==> config.mk <==
export PLATFORM = sky130hd
export DESIGN_NAME = rpc_seq
export DESIGN_NICKNAME = d
export VERILOG_FILES = /design/src/design/rpc_pkg.sv /design/src/design/rpc_match.sv /design/src/design/rpc_seq.sv
export SDC_FILE = /design/constraint.sdc
export NUM_CORES = 2
export LEC_CHECK = 0
export BUFFER_PORTS_ARGS = -buffer_cell sky130_fd_sc_hd__buf_2
export CORE_MARGIN = 3
export CORE_UTILIZATION = 40
export CTS_BUF_LIST = sky130_fd_sc_hd__clkbuf_2
export DETAILED_ROUTE_END_ITERATION = 12
export PLACE_DENSITY_LB_ADDON = 0.15
export SLEW_MARGIN = 20
export SYNTH_ARGS = -nofsm -noshare
export SYNTH_HDL_FRONTEND = slang
export SYNTH_SLANG_ARGS = --single-unit
==> constraint.sdc <==
create_clock -name clk_i -period 4.59 [get_ports clk_i]
set_input_delay 0.918 -clock clk_i [delete_from_list [all_inputs] [get_ports clk_i]]
set_output_delay 0.918 -clock clk_i [all_outputs]
set_load 0.03 [all_outputs]
==> src/design/rpc_pkg.sv <==
// Package for the relation property checker: sizes, payload types and unit interfaces.
`default_nettype none

package rpc_pkg;

  localparam int unsigned MAX_PAIRS = 128;
  localparam int unsigned ELEM_BITS = 8;
  localparam int unsigned FIELD_W   = 8;
  localparam int unsigned PAIRS_W   = 8;
  localparam int unsigned IDX_W     = $clog2(MAX_PAIRS);
  localparam int unsigned CNT_W     = $clog2(MAX_PAIRS + 1);

  typedef logic [ELEM_BITS-1:0] elem_t;
  typedef logic [IDX_W-1:0]     idx_t;
  typedef logic [CNT_W-1:0]     cnt_t;

  typedef struct packed {
    logic [FIELD_W-1:0] first_elem;
    logic [FIELD_W-1:0] second_elem;
    logic               last_pair;
  } in_item_t;

  typedef struct packed {
    logic               reflexive_flag;
    logic               irreflexive_flag;
    logic               symmetric_flag;
    logic               antisymmetric_flag;
    logic               asymmetric_flag;
    logic               transitive_flag;
    logic [PAIRS_W-1:0] pairs_held;
    logic               overflow_flag;
  } out_item_t;

  // One stored pair of the relation.
  typedef struct packed {
    elem_t a;
    elem_t b;
  } pair_t;

  // Search keys of the shared compare unit.
  typedef struct packed {
    elem_t x;
    elem_t y;
    elem_t z;
  } key_t;

  // Match results: (x,x), (y,y), (y,x) and (x,z).
  typedef struct packed {
    logic xx;
    logic yy;
    logic yx;
    logic xz;
  } hit_t;

endpackage

`default_nettype wire

==> src/design/rpc_match.sv <==
// Shared compare unit: matches one stored pair against the current search keys.
`default_nettype none

module rpc_match import rpc_pkg::*; (
  input  pair_t entry_i,
  input  key_t  key_i,
  output hit_t  hit_o
);

  logic a_is_x, a_is_y, b_is_x, b_is_y, b_is_z;

  assign a_is_x = (entry_i.a == key_i.x);
  assign a_is_y = (entry_i.a == key_i.y);
  assign b_is_x = (entry_i.b == key_i.x);
  assign b_is_y = (entry_i.b == key_i.y);
  assign b_is_z = (entry_i.b == key_i.z);

  assign hit_o.xx = a_is_x & b_is_x;
  assign hit_o.yy = a_is_y & b_is_y;
  assign hit_o.yx = a_is_y & b_is_x;
  assign hit_o.xz = a_is_x & b_is_z;

endmodule

`default_nettype wire

==> src/design/rpc_seq.sv <==
// Pair table and sequencer that walks it to evaluate the relation properties.
`default_nettype none

module rpc_seq import rpc_pkg::*; (
  input  logic      clk_i,
  input  logic      rst_ni,
  input  logic      accept_i,
  input  in_item_t  item_i,
  output logic      busy_o,
  output logic      res_valid_o,
  input  logic      res_take_i,
  output out_item_t res_o
);

  typedef enum logic [11:0] {
    S_IDLE    = 12'b0000_0000_0001,
    S_FETCH_I = 12'b0000_0000_0010,
    S_LOAD_I  = 12'b0000_0000_0100,
    S_SCAN_H  = 12'b0000_0000_1000,
    S_UPD_H   = 12'b0000_0001_0000,
    S_FETCH_J = 12'b0000_0010_0000,
    S_LOAD_J  = 12'b0000_0100_0000,
    S_SCAN_T  = 12'b0000_1000_0000,
    S_CHK_T   = 12'b0001_0000_0000,
    S_NEXT_J  = 12'b0010_0000_0000,
    S_NEXT_I  = 12'b0100_0000_0000,
    S_DONE    = 12'b1000_0000_0000
  } state_e;

  state_e state_q, state_d;
  cnt_t   cnt_q;
  logic   drop_q;
  idx_t   i_q, j_q;
  cnt_t   k_q;
  elem_t  x_q, y_q, z_q;
  hit_t   hits_q;
  hit_t   hit;
  key_t   key;
  logic   refl_q, irrefl_q, sym_q, antisym_q, asym_q, trans_q;

  pair_t  mem [MAX_PAIRS];
  pair_t  rd_a_q, rd_b_q;
  pair_t  wr_pair;
  logic   wr_en;
  idx_t   addr_a;
  logic   table_full;
  logic   i_last, j_last, k_end;

  assign table_full = (cnt_q >= CNT_W'(MAX_PAIRS));
  assign wr_en      = accept_i & ~table_full;
  assign wr_pair.a  = elem_t'(item_i.first_elem);
  assign wr_pair.b  = elem_t'(item_i.second_elem);
  assign addr_a     = (state_q == S_FETCH_J) ? j_q : i_q;

  assign i_last = ((CNT_W'(i_q) + CNT_W'(1)) == cnt_q);
  assign j_last = ((CNT_W'(j_q) + CNT_W'(1)) == cnt_q);
  assign k_end  = (k_q == cnt_q);

  // Port A reads the outer or middle entry, port B walks the scan index.
  always_ff @(posedge clk_i) begin
    if (wr_en) begin
      mem[cnt_q[IDX_W-1:0]] <= wr_pair;
    end
    rd_a_q <= mem[addr_a];
    rd_b_q <= mem[k_q[IDX_W-1:0]];
  end

  assign key.x = x_q;
  assign key.y = y_q;
  assign key.z = z_q;

  rpc_match u_match (
    .entry_i (rd_b_q),
    .key_i   (key),
    .hit_o   (hit)
  );

  always_comb begin
    state_d = state_q;
    unique case (state_q)
      S_IDLE: begin
        if (accept_i && item_i.last_pair) begin
          state_d = S_FETCH_I;
        end
      end
      S_FETCH_I: state_d = S_LOAD_I;
      S_LOAD_I:  state_d = S_SCAN_H;
      S_SCAN_H: begin
        if (k_end) begin
          state_d = S_UPD_H;
        end
      end
      S_UPD_H:   state_d = trans_q ? S_FETCH_J : S_NEXT_I;
      S_FETCH_J: state_d = S_LOAD_J;
      S_LOAD_J:  state_d = (rd_a_q.a == y_q) ? S_SCAN_T : S_NEXT_J;
      S_SCAN_T: begin
        if (k_end) begin
          state_d = S_CHK_T;
        end
      end
      S_CHK_T:   state_d = hits_q.xz ? S_NEXT_J : S_NEXT_I;
      S_NEXT_J:  state_d = j_last ? S_NEXT_I : S_FETCH_J;
      S_NEXT_I:  state_d = i_last ? S_DONE : S_FETCH_I;
      S_DONE: begin
        if (res_take_i) begin
          state_d = S_IDLE;
        end
      end
      default:   state_d = S_IDLE;
    endcase
  end

  always_ff @(posedge clk_i or negedge rst_ni) begin
    if (!rst_ni) begin
      state_q <= S_IDLE;
      cnt_q   <= '0;
      drop_q  <= 1'b0;
    end else begin
      state_q <= state_d;
      if (accept_i) begin
        if (!table_full) begin
          cnt_q <= cnt_q + CNT_W'(1);
        end else begin
          drop_q <= 1'b1;
        end
      end else if (state_q == S_DONE && res_take_i) begin
        cnt_q  <= '0;
        drop_q <= 1'b0;
      end
    end
  end

  // Scan data is read through a register behind the scan index, so index zero compares nothing.
  always_ff @(posedge clk_i) begin
    unique case (state_q) inside
      S_IDLE: begin
        if (accept_i) begin
          refl_q    <= 1'b1;
          irrefl_q  <= 1'b1;
          sym_q     <= 1'b1;
          antisym_q <= 1'b1;
          asym_q    <= 1'b1;
          trans_q   <= 1'b1;
          i_q       <= '0;
        end
      end
      S_LOAD_I: begin
        x_q    <= rd_a_q.a;
        y_q    <= rd_a_q.b;
        k_q    <= '0;
        hits_q <= '0;
        if (rd_a_q.a == rd_a_q.b) begin
          irrefl_q <= 1'b0;
        end
      end
      S_SCAN_H, S_SCAN_T: begin
        k_q <= k_q + CNT_W'(1);
        if (k_q != '0) begin
          hits_q <= hits_q | hit;
        end
      end
      S_UPD_H: begin
        j_q <= '0;
        if (!(hits_q.xx && hits_q.yy)) begin
          refl_q <= 1'b0;
        end
        if (hits_q.yx) begin
          asym_q <= 1'b0;
          if (x_q != y_q) begin
            antisym_q <= 1'b0;
          end
        end else begin
          sym_q <= 1'b0;
        end
      end
      S_LOAD_J: begin
        z_q    <= rd_a_q.b;
        k_q    <= '0;
        hits_q <= '0;
      end
      S_CHK_T: begin
        if (!hits_q.xz) begin
          trans_q <= 1'b0;
        end
      end
      S_NEXT_J: j_q <= j_q + idx_t'(1);
      S_NEXT_I: i_q <= i_q + idx_t'(1);
      default: ;
    endcase
  end

  assign busy_o      = (state_q != S_IDLE);
  assign res_valid_o = (state_q == S_DONE);

  assign res_o.reflexive_flag     = refl_q;
  assign res_o.irreflexive_flag   = irrefl_q;
  assign res_o.symmetric_flag     = sym_q;
  assign res_o.antisymmetric_flag = antisym_q;
  assign res_o.asymmetric_flag    = asym_q;
  assign res_o.transitive_flag    = trans_q;
  assign res_o.pairs_held         = PAIRS_W'(cnt_q);
  assign res_o.overflow_flag      = drop_q;

endmodule

`default_nettype wire

==> flow_summary.yaml <==
floorplanning:
  dieArea_um2: 260000
  dieWidth_um: 510
  io_pins: 38
  coreArea_um2: 252000
  row_count: 184
  initial_core_util: 0.403
  die_h_um: 510
worst_setup_path:
  required_ps: 6350
  reg2reg_depth: 12
  r2r_slack_ps: 40
  crit_arrival_ps: 6300
  worstPathMaxFanout: 49
  r2r-start: "state_q[2]"
  timing.rr.end: "rd_a_q[10]"
  critical_path_class: "reg2reg"
  crit_path_start_kind: "flip-flop"
  critPathCaptureType: "flip-flop"
synth:
  ys_types: 85
  synthArstFlopShare: 0.00974
  synthMuxAreaShare: 0.183
  synth-edff-count: 2104
  synth_top_family_by_area: "multiplexers"
  synthAdderAreaFrac: 0.000740
  synthFlopType: "edfxtp_1"
  synth_nets: 6753
  netlist_area_um2: 101000
  synth-compound-area-share: 0.0691
  ys_seq_elements: 2157
  synth_xor_area_frac: 0.00923
  syn-instance-count: 6726
  synth_seq_area_share: 0.634
  yosys.area_share.simple: 0.0763
  yosysWarnings: 0
  synth.avg_cell_area_um2: 15.1
detailed_routing:
  drcViolationCount: 0
  drtAntennaViolNets: 0
  viasPerCell: 6.38
  num_vias: 71000
  drt_iter0_markers: 10400
  wl_per_cell_um: 36.0
  drtPass1Iterations: 10
  totalWireLength_um: 401000
finish:
  final_cells: 11100
  layout_commonest_cell: "edfxtp_1"
  regArea_um2: 64300
  nFillCells: 22500
  final_nets: 7403
  mostFrequentLayoutCells: "edfxtp_1, nand2_1, clkbuf_2"
  drive_gt1_frac: 0.299
  multi_input_area_um2: 34900
  final_util: 0.454
  area_growth_pct: 12.6
clock_network:
  cts_tree: "done"
  clock_latency_ps: 1920
  cts_sinks: 2157
  cts_made_buffers: 587
  clk_pin_slew_ps: 100
  root_buffer: "clkbuf_2"
  cts.path.max_buffers: 4
  htree_levels: 6
place:
  portBuffers: 37
  placedCellCount: 10100
  dp_hpwl_um: 245000
  place_congestion: 0.927
sta:
  rsz0062_at_grt: "no"
  period_share: 0.990
  fmax_ghz: 0.220
  setup_viol: 0
  clock_skew_ps: 170
  max_slew_margin: 0.126
  drv_slew: 0
  holdWs_ps: 307
  hold_viol_final: 0
  tightest_slew_ps: 1310
  fin_crit_ps: 4550
power_and_ir_drop:
  vdd_drop_max_v: 0.000285
  power_density_nw_per_um2: 442
  power_leakage_nw: 38.5
grt:
  antenna_found_initial: 27
  grt_overflow: 0
  grt_use_total: 0.305
  grt_first_pass_wirelength_um: 553000
  grt_pass1_vias: 69500
  grt_max_degree: 92
outcome:
  status: "finished clean"
worst_hold_path:
  hold_path.class: "in2reg"
  hold_path_depth: 2
  min-delay-start: "item_i[4]"
  min_delay_worst_endpoint: "mem[58][3]"
flow_run:
  maxCapViolCount: 0
cells by family after synthesis:
group / after synthesis
mux: 981
xor+xnor: 107
compound gates: 1086
simple gates: 1829
flops: 2157
buf+inv: 560
fa+ha+maj: 6
Yosys cell counts, types with 34 or more instances:
library cell	n	area share
edfxtp_1	2104	0.62
nand2_1	1194	0.044
mux4_2	693	0.15
a21oi_1	453	0.022
mux2i_1	254	0.025
nor2_1	211	0.0078
clkbuf_1	200	0.0074
nand3_1	195	0.0096
buf_2	140	0.0069
o21ai_0	96	0.0047
a211oi_1	93	0.0069
o22ai_1	82	0.0051
buf_1	75	0.0028
nor4_1	75	0.0046
buf_4	67	0.0050
xnor2_1	66	0.0057
a31oi_1	55	0.0034
a2111oi_0	47	0.0041
a221oi_1	47	0.0041
inv_1	41	0.0015
xor2_1	41	0.0035
and3_1	34	0.0021
buf_6	34	0.0038
worst max-delay path by stage:
| stage | start | to |
|---|---|---|
| after global placement | state_q[1] | rd_a_q[6] |
| after floorplan | cnt_q[3] | mem[88][0] |
| after detailed placement | state_q[1] | rd_a_q[12] |
| after global routing | state_q[0] | rd_a_q[15] |
| final | state_q[2] | rd_a_q[10] |
| after CTS | state_q[8] | res_valid_o |
final cells by class:
type / instances / area share
sequential: 2157 / 0.563
multi-input combinational: 4010 / 0.305
timing repair buffer: 579 / 0.0507
clock buffer: 844 / 0.0370
tap: 3348 / 0.0366
clock inverter: 133 / 0.00571
inverter: 41 / 0.00135
antenna: 10 / 0.000219
state kept, by name (all words and copies together) (netlist names):
signal	cells
antisym_q	1
asym_q	1
cnt_q	8
drop_q	1
hits_q	4
i_q	7
irrefl_q	1
j_q	7
k_q	8
mem	2048
rd_a_q	16
rd_b_q	16
refl_q	1
state_q	12
sym_q	1
trans_q	1
x_q	8
y_q	8
z_q	8
what timing repair did:
action	CTS	global route
gates cloned	1	0
hold endpoints to repair	2293	0
hold buffers	56	0
setup endpoints to repair	12	8
resized for setup	6	8
pin swaps	2	2
buffers inserted	9	2
per-stage QoR:
stage | power, W | TNS, ps | cell area (um^2) | worst slack (ps)
2_1_floorplan | 0.0304 | 0 | 101000 | 1470
3_3_place_gp | 0.0370 | -798 | 108000 | -380
3_5_place_dp | 0.0370 | -426 | 109000 | -229
4_1_cts | 0.0504 | 0 | 114000 | 8.04
5_1_grt | 0.0522 | 0 | 114000 | 17.1
6_report | 0.0505 | 0 | 114000 | 43.8
power by group:
part	switching, W	internal [W]	total [W]
Combinational	0.00968	0.00510	0.0148
Sequential	0.000471	0.0219	0.0224
Clock	0.00820	0.00514	0.0133
Total	0.0183	0.0321	0.0505
routing by layer:
layer | routed length [um] | global-route usage | part of all wire
met4 | 18500 | 0.135 | 0.046
met2 | 178000 | 0.453 | 0.44
met1 | 156000 | 0.419 | 0.39
met3 | 48200 | 0.0857 | 0.12
met5 | 143 | 0 | 0.00036
worst max-delay path, stage by stage (launching register included):
cell and delay (ps):
dfrtp_1 450, nor4_4 280, buf_4 190, and4_4 330
buf_4 210, mux2i_4 370, buf_12 370, buf_4 410
a21oi_1 100, a221o_1 280, a211oi_1 620, o32a_1 620
nor4b_2 120
(Power assumes the default switching activity.)
